--- config.mk ---
export PLATFORM = sky130hd
export DESIGN_NAME = crt_phosphor_scanline_upscaler_flat
export DESIGN_NICKNAME = d
export VERILOG_FILES = /design/src/cpsu_pkg.sv /design/src/cpsu_pix_if.sv /design/src/cpsu_col_if.sv /design/src/cpsu_cfg_if.sv /design/src/cpsu_ctrl.sv /design/src/cpsu_datapath.sv /design/src/crt_phosphor_scanline_upscaler.sv /design/src/flat_wrapper.sv
export VERILOG_INCLUDE_DIRS = /design/src /design/src/src
export SDC_FILE = /design/constraint.sdc
export NUM_CORES = 2
export LEC_CHECK = 0
export BUFFER_PORTS_ARGS = -buffer_cell sky130_fd_sc_hd__buf_2
export CAP_MARGIN = 25
export CELL_PAD_IN_SITES_DETAIL_PLACEMENT = 1
export CELL_PAD_IN_SITES_GLOBAL_PLACEMENT = 1
export CORE_UTILIZATION = 40
export CTS_CLUSTER_DIAMETER = 50
export DETAILED_ROUTE_END_ITERATION = 10
export PLACE_DENSITY_LB_ADDON = 0.08
export SLEW_MARGIN = 20
export SYNTH_ARGS = -nofsm -noshare
export SYNTH_HDL_FRONTEND = slang
export SYNTH_SLANG_ARGS = --single-unit
--- constraint.sdc ---
create_clock -name clk -period 20.5 [get_ports clk]
set_input_delay 4.1 -clock clk [delete_from_list [all_inputs] [get_ports clk]]
set_output_delay 4.1 -clock clk [all_outputs]
set_load 0.02 [all_outputs]
--- src/crt_phosphor_scanline_upscaler_assert.svh ---
// Assertion macros for the scanline upscaler.
`ifndef CRT_PHOSPHOR_SCANLINE_UPSCALER_ASSERT_SVH
`define CRT_PHOSPHOR_SCANLINE_UPSCALER_ASSERT_SVH
`ifndef SYNTHESIS
`define CPSU_ASSERT_IMPL(label, clk, rst_n, prop, msg) \
    label: assert property (@(posedge clk) disable iff (!rst_n) prop) else $error(msg);
`define CPSU_ASSERT_NEXT(label, clk, rst_n, pre, post, msg) \
    label: assert property (@(posedge clk) disable iff (!rst_n) (pre) |=> (post)) else $error(msg);
`else
`define CPSU_ASSERT_IMPL(label, clk, rst_n, prop, msg)
`define CPSU_ASSERT_NEXT(label, clk, rst_n, pre, post, msg)
`endif
`endif

--- src/cpsu_pkg.sv ---
package cpsu_pkg;

    localparam int COEF_FRAC_BITS = 12;
    localparam int CW = COEF_FRAC_BITS + 1;

    typedef logic [23:0] pixel_t;
    typedef logic [CW-1:0] coef_t;
    typedef logic [255:0][CW-1:0] tab8_t;
    typedef logic [63:0][CW-1:0] tab6_t;

    typedef enum logic [2:0] {
        ST_IDLE,
        ST_COL_A,
        ST_COL_B,
        ST_COL_C,
        ST_WAIT
    } state_t;

    typedef enum logic [1:0] {
        COL_ODD = 2'd0,
        COL_EVEN = 2'd1,
        COL_LAST = 2'd2,
        COL_FIRST = 2'd3
    } col_t;

    typedef struct packed {
        logic load;
        logic emit;
        col_t col;
    } cmd_t;

    typedef struct packed {
        logic out_busy;
        logic eol;
    } stat_t;

    // Largest t with t^11 * m^5 <= i^5 * 2^330, found bit by bit with exact integers.
    function automatic logic [30:0] root_q30(input int i, input int m);
        logic [399:0] target;
        logic [399:0] m5;
        logic [399:0] acc;
        logic [30:0] t;
        logic [30:0] cand;
        t = '0;
        m5 = 400'(m) * 400'(m) * 400'(m) * 400'(m) * 400'(m);
        target = (400'(i) * 400'(i) * 400'(i) * 400'(i) * 400'(i)) << 330;
        for (int bitn = 30; bitn >= 0; bitn--)
        begin
            cand = t | (31'd1 << bitn);
            acc = m5;
            for (int n = 0; n < 11; n++)
                acc = acc * 400'(cand);
            if (acc <= target)
                t = cand;
        end
        return t;
    endfunction

    // Floor quotients are found by a restoring search on multiplies only.
    function automatic coef_t coef_k(input int i, input int m);
        logic [79:0] num;
        coef_t q;
        num = ((80'd780 << 30) + 80'd624 * 80'(root_q30(i, m))) << COEF_FRAC_BITS;
        num = num + (80'd500 << 30);
        q = '0;
        for (int bitn = CW - 1; bitn >= 0; bitn--)
        begin
            q[bitn] = 1'b1;
            if (80'(q) * (80'd1000 << 30) > num)
                q[bitn] = 1'b0;
        end
        return q;
    endfunction

    function automatic coef_t coef_s(input int i, input int m);
        logic [79:0] num;
        logic [79:0] den;
        coef_t q;
        num = (80'(10 * m + 3 * i) << COEF_FRAC_BITS) + 80'(10 * m);
        den = 80'(20 * m);
        q = '0;
        for (int bitn = CW - 1; bitn >= 0; bitn--)
        begin
            q[bitn] = 1'b1;
            if (80'(q) * den > num)
                q[bitn] = 1'b0;
        end
        return q;
    endfunction

    function automatic tab8_t build_k8();
        tab8_t t;
        for (int i = 0; i < 256; i++)
            t[i] = coef_k(i, 255);
        return t;
    endfunction

    function automatic tab8_t build_s8();
        tab8_t t;
        for (int i = 0; i < 256; i++)
            t[i] = coef_s(i, 255);
        return t;
    endfunction

    function automatic tab6_t build_k6();
        tab6_t t;
        for (int i = 0; i < 64; i++)
            t[i] = coef_k(i, 31);
        return t;
    endfunction

    function automatic tab6_t build_s6();
        tab6_t t;
        for (int i = 0; i < 64; i++)
            t[i] = coef_s(i, 31);
        return t;
    endfunction

    localparam tab8_t K8_TAB = build_k8();
    localparam tab8_t S8_TAB = build_s8();
    localparam tab6_t K6_TAB = build_k6();
    localparam tab6_t S6_TAB = build_s6();

    function automatic coef_t k_lookup(input logic fmt, input logic [7:0] v);
        return fmt ? K6_TAB[v[5:0]] : K8_TAB[v];
    endfunction

    function automatic coef_t s_lookup(input logic fmt, input logic [7:0] v);
        return fmt ? S6_TAB[v[5:0]] : S8_TAB[v];
    endfunction

endpackage

--- src/cpsu_pix_if.sv ---
interface cpsu_pix_if;
    logic valid;
    logic ready;
    logic [23:0] src_pixel;
    logic end_of_line;
    modport source (output valid, output src_pixel, output end_of_line, input ready);
    modport sink (input valid, input src_pixel, input end_of_line, output ready);
endinterface

--- src/cpsu_col_if.sv ---
interface cpsu_col_if;
    logic valid;
    logic ready;
    logic [23:0] top_pixel;
    logic [23:0] bottom_pixel;
    logic line_done;
    modport source (output valid, output top_pixel, output bottom_pixel, output line_done,
        input ready);
    modport sink (input valid, input top_pixel, input bottom_pixel, input line_done,
        output ready);
endinterface

--- src/cpsu_cfg_if.sv ---
interface cpsu_cfg_if;
    logic valid;
    logic ready;
    logic pixel_format;
    modport source (output valid, output pixel_format, input ready);
    modport sink (input valid, input pixel_format, output ready);
endinterface

--- src/cpsu_ctrl.sv ---
module cpsu_ctrl (
    input  logic clk,
    input  logic rst_n,
    input  logic in_valid,
    output logic in_ready,
    input  cpsu_pkg::stat_t stat,
    output cpsu_pkg::cmd_t cmd
);
    import cpsu_pkg::*;

    state_t state_reg, state_next;
    logic start_reg, start_next;

    always_ff @(posedge clk or negedge rst_n)
    begin
        if (!rst_n)
        begin
            state_reg <= ST_IDLE;
            start_reg <= 1'b1;
        end
        else
        begin
            state_reg <= state_next;
            start_reg <= start_next;
        end
    end

    always_comb
    begin
        state_next = state_reg;
        start_next = start_reg;
        case (state_reg)
            ST_IDLE:
            begin
                if (in_valid)
                begin
                    state_next = ST_COL_A;
                end
            end
            ST_COL_A:
            begin
                if (!stat.out_busy)
                begin
                    if (start_reg && !stat.eol)
                    begin
                        state_next = ST_IDLE;
                        start_next = 1'b0;
                    end
                    else
                    begin
                        state_next = ST_COL_B;
                    end
                end
            end
            ST_COL_B:
            begin
                if (!stat.out_busy)
                begin
                    if (!start_reg && stat.eol)
                    begin
                        state_next = ST_COL_C;
                    end
                    else
                    begin
                        state_next = ST_IDLE;
                        start_next = stat.eol;
                    end
                end
            end
            ST_COL_C:
            begin
                if (!stat.out_busy)
                begin
                    state_next = ST_IDLE;
                    start_next = 1'b1;
                end
            end
            default:
            begin
                state_next = ST_IDLE;
            end
        endcase
    end

    always_comb
    begin
        in_ready = (state_reg == ST_IDLE);
        cmd.load = in_ready && in_valid;
        cmd.emit = 1'b0;
        cmd.col = COL_ODD;
        case (state_reg)
            ST_COL_A:
            begin
                cmd.emit = !stat.out_busy;
                cmd.col = start_reg ? COL_FIRST : COL_ODD;
            end
            ST_COL_B:
            begin
                cmd.emit = !stat.out_busy;
                cmd.col = start_reg ? COL_LAST : COL_EVEN;
            end
            ST_COL_C:
            begin
                cmd.emit = !stat.out_busy;
                cmd.col = COL_LAST;
            end
            default:
            begin
                cmd.emit = 1'b0;
            end
        endcase
    end

endmodule

--- src/cpsu_datapath.sv ---
module cpsu_datapath (
    input  logic clk,
    input  logic rst_n,
    input  logic fmt,
    input  cpsu_pkg::cmd_t cmd,
    input  logic [23:0] src_pixel,
    input  logic end_of_line,
    output cpsu_pkg::stat_t stat,
    output logic out_valid,
    input  logic out_ready,
    output logic [23:0] top_pixel,
    output logic [23:0] bottom_pixel,
    output logic line_done
);
    import cpsu_pkg::*;

    pixel_t held_reg, cur_reg;
    logic first_reg, eol_reg, started_reg;
    logic ov_reg;
    pixel_t top_reg;
    logic done_reg;
    logic tv_reg;
    logic [23:0] bot_reg;
    logic [23:0] top_out_reg;
    logic done_out_reg;

    function automatic pixel_t blend(input logic f, input pixel_t a, input pixel_t b);
        logic [15:0] x;
        if (f)
        begin
            x = ({1'b0, a[15:1]} & 16'h7BEF) + ({1'b0, b[15:1]} & 16'h7BEF);
            return {8'd0, x};
        end
        return ((a >> 1) & 24'h7f7f7f) + ((b >> 1) & 24'h7f7f7f);
    endfunction

    function automatic logic [7:0] chan(input logic f, input pixel_t p, input int c);
        if (f)
        begin
            case (c)
                0: return {2'b0, p[15:11], 1'b0};
                1: return {2'b0, p[10:5]};
                default: return {2'b0, p[4:0], 1'b0};
            endcase
        end
        case (c)
            0: return p[23:16];
            1: return p[15:8];
            default: return p[7:0];
        endcase
    endfunction

    function automatic logic [7:0] clampc(input logic f, input logic [CW+8:0] v);
        logic [CW+8:0] m;
        m = f ? (CW+9)'(63) : (CW+9)'(255);
        return (v > m) ? m[7:0] : v[7:0];
    endfunction

    function automatic logic [7:0] bleed(input logic f, input logic [7:0] v);
        logic [CW+8:0] pr;
        pr = (CW+9)'(v) * (CW+9)'(k_lookup(f, v));
        return clampc(f, pr >> COEF_FRAC_BITS);
    endfunction

    function automatic pixel_t pack(input logic f, input logic [7:0] r, input logic [7:0] g,
        input logic [7:0] b);
        if (f) return {8'd0, r[5:1], g[5:0], b[5:1]};
        return {r, g, b};
    endfunction

    pixel_t pcur, e_pix, o_pix, l_pix, b0;
    logic [7:0] r, g, b, gb;
    logic [CW+8:0] gprod;

    always_comb
    begin
        pcur = fmt ? {8'd0, cur_reg[15:0]} : cur_reg;
        e_pix = first_reg ? blend(fmt, held_reg, 24'd0) : held_reg;
        o_pix = blend(fmt, held_reg, pcur);
        l_pix = blend(fmt, pcur, 24'd0);
        b0 = l_pix;
        case (cmd.col)
            COL_FIRST:
            begin
                r = chan(fmt, b0, 0);
                g = chan(fmt, b0, 1);
                b = 8'd0;
            end
            COL_ODD:
            begin
                r = bleed(fmt, chan(fmt, e_pix, 0));
                g = chan(fmt, o_pix, 1);
                b = chan(fmt, o_pix, 2);
            end
            COL_EVEN:
            begin
                r = chan(fmt, pcur, 0);
                g = chan(fmt, pcur, 1);
                b = bleed(fmt, chan(fmt, o_pix, 2));
            end
            default:
            begin
                r = bleed(fmt, chan(fmt, started_reg ? b0 : pcur, 0));
                g = chan(fmt, l_pix, 1);
                b = chan(fmt, l_pix, 2);
            end
        endcase
        gprod = (CW+9)'(g) * (CW+9)'(k_lookup(fmt, g));
        gb = clampc(fmt, (CW+9)'(g >> 1) + (gprod >> (COEF_FRAC_BITS + 1)));
    end

    // Stage two: bottom line scale from the registered top pixel.
    logic [7:0] tr, tg, tb, mx;
    coef_t s;
    logic [CW+7:0] pr_r, pr_g, pr_b;

    always_comb
    begin
        tr = chan(fmt, top_reg, 0);
        tg = chan(fmt, top_reg, 1);
        tb = chan(fmt, top_reg, 2);
        mx = tr;
        if (tg > mx) mx = tg;
        if (tb > mx) mx = tb;
        s = s_lookup(fmt, mx);
        pr_r = (CW+8)'(s) * (CW+8)'(tr);
        pr_g = (CW+8)'(s) * (CW+8)'(tg);
        pr_b = (CW+8)'(s) * (CW+8)'(tb);
    end

    logic adv;
    assign adv = ov_reg && !out_ready ? 1'b0 : 1'b1;

    always_ff @(posedge clk or negedge rst_n)
    begin
        if (!rst_n)
        begin
            held_reg <= '0;
            cur_reg <= '0;
            first_reg <= 1'b0;
            eol_reg <= 1'b0;
            started_reg <= 1'b0;
            tv_reg <= 1'b0;
            ov_reg <= 1'b0;
        end
        else
        begin
            if (cmd.load)
            begin
                cur_reg <= src_pixel;
                eol_reg <= end_of_line;
                started_reg <= 1'b0;
            end
            if (cmd.emit)
            begin
                if (cmd.col == COL_FIRST) started_reg <= 1'b1;
                if (cmd.col == COL_FIRST && !eol_reg)
                begin
                    held_reg <= pcur;
                    first_reg <= 1'b1;
                end
                else if (cmd.col == COL_EVEN && !eol_reg)
                begin
                    held_reg <= pcur;
                    first_reg <= 1'b0;
                end
                else if (cmd.col == COL_LAST)
                begin
                    held_reg <= pcur;
                    first_reg <= 1'b0;
                end
            end
            if (adv)
            begin
                tv_reg <= cmd.emit;
                ov_reg <= tv_reg;
            end
        end
    end

    always_ff @(posedge clk)
    begin
        if (adv)
        begin
            top_reg <= pack(fmt, r, gb, b);
            done_reg <= cmd.emit && cmd.col == COL_LAST;
            top_out_reg <= top_reg;
            done_out_reg <= done_reg;
            bot_reg <= pack(fmt, pr_r[COEF_FRAC_BITS +: 8], pr_g[COEF_FRAC_BITS +: 8],
                pr_b[COEF_FRAC_BITS +: 8]);
        end
    end

    assign top_pixel = top_out_reg;
    assign line_done = done_out_reg;
    assign bottom_pixel = bot_reg;
    assign out_valid = ov_reg;
    assign stat.out_busy = !adv;
    assign stat.eol = eol_reg;

endmodule

--- src/crt_phosphor_scanline_upscaler.sv ---
// Channel | Direction | Payload
// pix     | in        | src_pixel, end_of_line
// col     | out       | top_pixel, bottom_pixel, line_done
// cfg     | in        | pixel_format
// A source pixel is taken in the idle state, then yields one output column per sequencer state (1 to 3).
// Columns pass a two-stage pipeline: top pixel, then the scanline scale.
// An output stall holds the column sequencer until the last stage frees.
// Reset clears the line state; the format register resets to rgb888.
module crt_phosphor_scanline_upscaler (
    input logic clk,
    input logic rst_n,
    cpsu_pix_if.sink pix,
    cpsu_col_if.source col,
    cpsu_cfg_if.sink cfg
);
    import cpsu_pkg::*;
    `include "crt_phosphor_scanline_upscaler_assert.svh"

    logic fmt_reg;
    cmd_t cmd;
    stat_t stat;

    always_ff @(posedge clk or negedge rst_n)
    begin
        if (!rst_n)
        begin
            fmt_reg <= 1'b0;
        end
        else if (cfg.valid)
        begin
            fmt_reg <= cfg.pixel_format;
        end
    end

    assign cfg.ready = 1'b1;

    cpsu_ctrl u_ctrl (
        .clk(clk),
        .rst_n(rst_n),
        .in_valid(pix.valid),
        .in_ready(pix.ready),
        .stat(stat),
        .cmd(cmd)
    );

    cpsu_datapath u_dp (
        .clk(clk),
        .rst_n(rst_n),
        .fmt(fmt_reg),
        .cmd(cmd),
        .src_pixel(pix.src_pixel),
        .end_of_line(pix.end_of_line),
        .stat(stat),
        .out_valid(col.valid),
        .out_ready(col.ready),
        .top_pixel(col.top_pixel),
        .bottom_pixel(col.bottom_pixel),
        .line_done(col.line_done)
    );

    `CPSU_ASSERT_IMPL(a_load_not_emit, clk, rst_n, !(cmd.load && cmd.emit), "load during emit")
    `CPSU_ASSERT_NEXT(a_stall_hold, clk, rst_n, col.valid && !col.ready, col.valid,
        "column dropped")
    `CPSU_ASSERT_IMPL(a_rgb565_top, clk, rst_n,
        !(col.valid && fmt_reg) || col.top_pixel[23:16] == 8'd0, "top pixel packing")

endmodule
--- src/flat_wrapper.sv ---
// flat-port wrapper written by rule: the top's interface ports become plain ports
module crt_phosphor_scanline_upscaler_flat import cpsu_pkg::*;
  (clk, rst_n, pix_valid, pix_src_pixel, pix_end_of_line, pix_ready, col_valid, col_top_pixel, col_bottom_pixel, col_line_done, col_ready, cfg_valid, cfg_pixel_format, cfg_ready);
  cpsu_pix_if pix_i ();
  cpsu_col_if col_i ();
  cpsu_cfg_if cfg_i ();
  input logic clk;
  input logic rst_n;
  input wire logic [$bits(pix_i.valid)-1:0] pix_valid;
  input wire logic [$bits(pix_i.src_pixel)-1:0] pix_src_pixel;
  input wire logic [$bits(pix_i.end_of_line)-1:0] pix_end_of_line;
  output wire logic [$bits(pix_i.ready)-1:0] pix_ready;
  output wire logic [$bits(col_i.valid)-1:0] col_valid;
  output wire logic [$bits(col_i.top_pixel)-1:0] col_top_pixel;
  output wire logic [$bits(col_i.bottom_pixel)-1:0] col_bottom_pixel;
  output wire logic [$bits(col_i.line_done)-1:0] col_line_done;
  input wire logic [$bits(col_i.ready)-1:0] col_ready;
  input wire logic [$bits(cfg_i.valid)-1:0] cfg_valid;
  input wire logic [$bits(cfg_i.pixel_format)-1:0] cfg_pixel_format;
  output wire logic [$bits(cfg_i.ready)-1:0] cfg_ready;
  assign pix_i.valid = pix_valid;
  assign pix_i.src_pixel = pix_src_pixel;
  assign pix_i.end_of_line = pix_end_of_line;
  assign pix_ready = pix_i.ready;
  assign col_valid = col_i.valid;
  assign col_top_pixel = col_i.top_pixel;
  assign col_bottom_pixel = col_i.bottom_pixel;
  assign col_line_done = col_i.line_done;
  assign col_i.ready = col_ready;
  assign cfg_i.valid = cfg_valid;
  assign cfg_i.pixel_format = cfg_pixel_format;
  assign cfg_ready = cfg_i.ready;
  crt_phosphor_scanline_upscaler u_core (.clk(clk), .rst_n(rst_n), .pix(pix_i), .col(col_i), .cfg(cfg_i));
endmodule
; Word level (Yosys, flattened, before mapping)
; Memories as Yosys holds them, arrays and structs flattened.
; Cells that the tools add are included.
[totals]
rom_bits = 20800
out_inout_bits = 52
ramBits = 0
wordCells = 182
regBits = 132
latchBits = 0
n_memories = 10
[op_classes]
order_cmp = 16
multipliers = 7
bitwise = 0
n_eq_ne = 12
div = 0
reduce_logical = 20
n_shift = 0
mux = 99
add_sub_neg = 3
[memory_table]
columns = name, depth, width, rd, rd_clocked_by_memory_dff, write_ports, line
row1 = (name not given), 256, 13, 1, 0, 0, cpsu_pkg.sv:129  ; return fmt ? S6_TAB[v[5:0]] : S8_TAB[v];
row2 = (name not given), 256, 13, 1, 0, 0, cpsu_pkg.sv:125  ; return fmt ? K6_TAB[v[5:0]] : K8_TAB[v];
row3 = (name not given), 256, 13, 1, 0, 0, cpsu_pkg.sv:125
row4 = (name not given), 256, 13, 1, 0, 0, cpsu_pkg.sv:125
row5 = (name not given), 256, 13, 1, 0, 0, cpsu_pkg.sv:125
row6 = (name not given), 64, 13, 1, 0, 0, cpsu_pkg.sv:129
row7 = +4 memories, --, --, --, --, --, --
[ops]
columns = op, n
row1 = $mux W24, 14
row2 = $mux W8, 36
row3 = $mux W13, 15
row4 = $mul A8 B13 Y21, 4
row5 = $pmux W8 S3, 3
row6 = $gt A9 B22 Y1, 3
row7 = $mul A13 B8 Y20, 3
row8 = $lt A8 B9 Y1 const B, 5
row9 = $lt A6 B7 Y1 const B, 5
row10 = $add A15 B15 Y16, 2
row11 = $mux W16, 2
row12 = $mux W1, 18
row13 = $gt A8 B8 Y1, 2
row14 = $mux W3, 4
row15 = $ne A2 B2 Y1 const B, 6
row16 = $pmux W3 S4, 1
row17 = $add A7 B8 Y9, 1
row18 = $gt A9 B8 Y1, 1
row19 = $mux W2, 4
row20 = $logic_and A1 B1 Y1, 7
row21 = $eq A3 B2 Y1 const B, 2
row22 = $pmux W2 S3, 1
row23 = $reduce_and A6 Y1, 1
row24 = $reduce_bool A3 Y1, 2
row25 = other kinds (10), 15

; Logic depth before layout (Yosys ltp)
[depth]
depth_word = 16
mapped_depth = 55
depth_no_buf = 50

; By module
; Synthesis repeated with hierarchy kept, for this count alone.
[hier_totals]
hier_cells = 6358
hier_area_um2 = 46916.2
[modules_own_cells]
columns = module, cells_per_inst, instances, area_per_inst_um2
row1 = cpsu_datapath, 6329, 1, 46663.5
row2 = cpsu_ctrl, 25, 1, 201.4
row3 = crt_phosphor_scanline_upscaler, 4, 1, 51.3

; Least setup slack after synthesis
; Ideal clock, no wire load.
[synth_timing]
path_kind = register -> register
startpoint = register u_core.fmt_reg
endpoint = register u_core.u_dp.bot_reg[5], in the netlist u_core.u_dp.bottom_pixel[5] (data pin)
n_path_buf = 10
synth_period_minus_slack_ns = 12.137
t_arrival_ns = 11.882
setup_slack_ns = 8.363
path_stages_with_launch = 51
path_cell_list = dfrtp_1 > buf_6 > buf_4 > buf_4 > buf_2 > mux2i_1 > clkinv_1 > ha_1 > and3_1 > a221o_1 > and2_0 > clkbuf_1 > nor3_2 > a21o_1 > ha_1 > and3_1 > a221o_1 > a22oi_1 > [... 15 more ...] > o21a_1 > clkbuf_1 > nand2_1 > fa_1 > inv_1 > fa_1 > fa_1 > fa_1 > ha_1 > a21o_1 > a21o_1 > a21oi_1 > nand2_1 > a21oi_1 > nor3_1 > o31a_1 > or2_1 > a31o_1
[synth_via]
elab_chain_cells = 12
word_cells_on_any_way = 18
classes_between = mul (2) / order compare (2) / mux (12) / memory (2)
[synth_rtl]
columns = item, line
row1 = from (decl), crt_phosphor_scanline_upscaler.sv:19  ; logic fmt_reg;
row2 = from (signal assigned), crt_phosphor_scanline_upscaler.sv:31  ; fmt_reg <= cfg.pixel_format;
row3 = $mux W1, --
row4 = $mux W8, cpsu_datapath.sv:46  ; case (c)
row5 = $gt A8 B8 Y1, cpsu_datapath.sv:123  ; if (tg > mx) mx = tg;
row6 = $mux W8, cpsu_datapath.sv:123
row7 = $gt A8 B8 Y1, cpsu_datapath.sv:124  ; if (tb > mx) mx = tb;
row8 = $mux W8, cpsu_datapath.sv:124
row9 = $mem_v2 Z256 W13 or $mem_v2 Z64 W13 (tied branches), --
row10 = $mux W13 (not written as such), cpsu_pkg.sv:129
row11 = $mux W13, cpsu_pkg.sv:129
row12 = $mul A13 B8 Y20, cpsu_datapath.sv:127  ; pr_g = (CW+8)'(s) * (CW+8)'(tg);
row13 = $mux W24, cpsu_datapath.sv:67  ; if (f) return {8'd0, r[5:1], g[5:0], b[5:1]};
row14 = $mux W24 *, cpsu_datapath.sv:68  ; return {r, g, b};
row15 = to (signal assigned), cpsu_datapath.sv:189  ; bot_reg <= pack(fmt, pr_r[COEF_FRAC_BITS +: 8], pr_g[COEF_FRAC_BITS +: 8],
row16 = to (decl), cpsu_datapath.sv:23  ; logic [23:0] bot_reg;
; Mark *: on every way between the ends. The rest lies on a longest branch, timed or not. The select of a mux whose other input is x is not followed.
; A chain may end at the register's enable or synchronous reset.

; Worst setup path in the final report
[layout_timing]
startpoint = register u_core.fmt_reg
endpoint = register u_core.u_dp.bot_reg[14], in the netlist u_core.u_dp.bottom_pixel[14] (data pin)
[layout_via]
elab_chain_cells = 12
word_cells_on_any_way = 18
classes_between = mul (2) / order compare (2) / mux (12) / memory (2)
[layout_rtl]
columns = item, line
row1 = $mux W1, --
row2 = $mux W8, cpsu_datapath.sv:46
row3 = $gt A8 B8 Y1, cpsu_datapath.sv:123
row4 = $mux W8, cpsu_datapath.sv:123
row5 = $gt A8 B8 Y1, cpsu_datapath.sv:124
row6 = $mux W8, cpsu_datapath.sv:124
row7 = $mem_v2 Z256 W13 or $mem_v2 Z64 W13 (tied branches), --
row8 = $mux W13 (not written as such), cpsu_pkg.sv:129
row9 = $mux W13, cpsu_pkg.sv:129
row10 = $mul A13 B8 Y20, cpsu_datapath.sv:126  ; pr_r = (CW+8)'(s) * (CW+8)'(tr);
row11 = $mux W24, cpsu_datapath.sv:67
row12 = $mux W24 *, cpsu_datapath.sv:68
; Marks and branches as above.

==> flow_summary.yaml <==
worst_setup_path:
  reg2reg_depth: 44
  critPathRequiredTime_ns: 20.68
  critPathMaxStageDelay_ns: 0.74
  crit_arrival_ns: 14.58
  path_max_fanout: 54
  worstSetupPathType: "reg2reg"
  slowest_stage: "dfrtp_4"
  end_kind: "flop"
  cp-start-kind: "flop"
routing:
  drcViolationCount: 0
  drt-total-wl_mm: 198
  ant_nets: 0
  via_per_inst: 6.42
  num_vias: 49300
  first_iter_violations: 4735
  wire_per_inst_um: 25.8
  drt-pass1-iter-count: 8
worst_hold_path:
  hp-class: "reg2reg"
  min_path_cells: 0
floorplanning:
  ios: 83
  initial_core_util: 0.404
  core.rowCount: 124
  die_width_um: 342
  die_y_um: 342
  coreArea_um2: 115000
  die_area_um2: 117000
logic_synthesis:
  yosysMostFrequentCell: "nand2_1"
  synth_fa_ha_area_frac: 0.295
  async_flop_share: 0.426
  synth_cell_type_count: 117
  synth_compound_area_frac: 0.269
  synthTopCellsByArea: "fa_1 (19%), ha_1 (11%), nand2_1 (6.9%)"
  yosys.area_share.simple: 0.215
  yosysWarnings: 0
  synth_top_area_share: 0.189
  synth-edff-count: 74
  synthTopCellsByCount: "nand2_1 (850), nor2_1 (635), inv_1 (590), a21oi_1 (460), fa_1 (438)"
  synth-main-ff-cell: "edfxtp_1"
  synth_xor_area_frac: 0.0142
  synth-seq-cells: 129
  syn_inst: 6397
  muxShareOfSynthArea: 0.0347
  synth_area_per_cell_um2: 7.24
  synth_top_family_by_area: "adder cells"
  syn_area_um2: 46300
  synth_top_area_cell: "fa_1"
  synth_seq_area_share: 0.0777
sta:
  hold_slack_ns: 0.419
  finClkSkew_ns: 0.0174
  rsz0062_at_grt: "false"
  tightest_slew_ns: 1.10
  setup_tns_ns: 0
  setup_violations: 0
  slew_violations: 0
  timing.slew.headroom: 0.257
  period_minus_slack_ns: 14.41
  hold_viol: 0
  finalCritPeriodShare: 0.703
  timing.fmax_ghz: 0.0694
global_routing:
  grtUsageTotal: 0.333
  grt_pass1_wl_mm: 307
  use_met1: 0.465
  busiest_layer: "met2"
  grt_pass1_vias: 50200
  grt_use_met2: 0.529
  grt_overflow_total: 0
  antenna_found_initial: 9
  grt_max_degree: 111
  grt_use_met3: 0.0394
cells_and_area:
  drive_gt1_frac: 0.0686
  nNetsFinal: 7009
  area_delta_synth_final_pct: 4.49
clock_network:
  numCtsBuffers: 17
  cts_buffer_depth: 2
  cts.sinks: 129
  cts_root_buf: "clkbuf_16"
  cts.clk_slew.worst_paths_ns: 0.07
  cts_tree: "done"
  insertion_delay_ns: 0.46
  postCtsHoldBufs: 0
  cts_setup_buffers: 0
  cts_max_level: 4
  cts_resized: 0
status:
  status: "finished clean"
run:
  drv_cap: 0
place:
  io_buffers: 80
  gp_congestion: 0.982
  dpl.hpwl_mm: 144
==> metrics by stage <==
stage / cell area (µm²) / worst slack [ns] / instances / util
final: 48400 / 6.09 / 7680 / 0.423
after CTS: 48300 / 6.20 / 7674 / 0.422
after detailed placement: 47800 / 6.29 / 7642 / 0.417
after global routing: 48400 / 5.36 / 7678 / 0.423
after floorplan: 46400 / 8.36 / 6411 / -
after global placement: 47700 / 6.41 / 7641 / 0.417
==> placed cells by master, fill, tap and decap left out, types with 44 or more instances in the layout <==
master | Yosys | layout
nand2_1 | 850 | 846
fa_1 | 438 | 438
o211ai_1 | 131 | 131
ha_1 | 389 | 389
o311ai_0 | 44 | 44
xnor2_1 | 47 | 46
nand2b_1 | 62 | 62
a31oi_1 | 98 | 97
o22ai_1 | 55 | 55
nor3_1 | 145 | 145
buf_4 | 15 | 134
a311oi_1 | 47 | 47
mux2i_1 | 83 | 82
a21oi_1 | 460 | 458
buf_2 | 61 | 80
and2_1 | 104 | 104
inv_1 | 590 | 587
o221ai_1 | 44 | 44
a211oi_1 | 125 | 125
o21ai_0 | 393 | 393
nand3_1 | 177 | 177
dfrtp_1 | 54 | 53
edfxtp_1 | 74 | 74
nor2_1 | 635 | 632
a21o_1 | 53 | 52
==> layer usage <==
metal	wire length (µm)	vias up
li1	-	22000
met3	13900	417
met2	89900	2059
met5	18	-
met1	87300	24800
met4	6970	4
==> critical path, delay by kind of cell, from the launching register on <==
kind / cells / cell delay (ns)
adders and majority gates: 8 / 3.46
DFF: 1 / 0.74
buffers and inverters: 6 / 1.88
muxes: 3 / 1.03
AOI/OAI and AO/OA: 18 / 5.00
and+or+nand+nor: 8 / 1.67
xor gates and xnor gates: 1 / 0.27
==> final timing paths <==
check	from	endpoint	slack, ns
max	u_core.fmt_reg	u_core.u_dp.bottom_pixel[14]	6.09
min	u_core.u_dp.done_reg	u_core.u_dp.line_done	0.42
max reg2reg	u_core.fmt_reg	u_core.u_dp.bottom_pixel[14]	6.09
min reg2reg	u_core.u_dp.done_reg	u_core.u_dp.line_done	0.42
max in group asynchronous	rst_n	u_core.fmt_reg	16.12
min in group asynchronous	rst_n	u_core.fmt_reg	3.80
==> final cells by class <==
class                      count  area, µm²
antenna                        4       10.0
clock buffer                  22        485
clock inverter                10       96.3
fill                       14500      66100
inverter                     613       2310
multi-input combinational   5172      38500
sequential                   129       3600
tap                         1512       1890
timing repair buffer         218       1480
==> cells by family (layout without fill, tap and decap cells) <==
family                   after synthesis  after routing
AND/OR/NAND/NOR                     2233           2233
multiplexers                         139            139
flip-flops                           129            129
adder cells (fa/ha/maj)              828            828
AO/OA/AOI/OAI                       1882           1882
buffers and inverters               1110            863
other                                  2             20
XOR/XNOR                              74             74
Power is left out: the tool's default activity adds up to more than one toggle a clock period on the data nets, which glitch-free logic cannot reach.
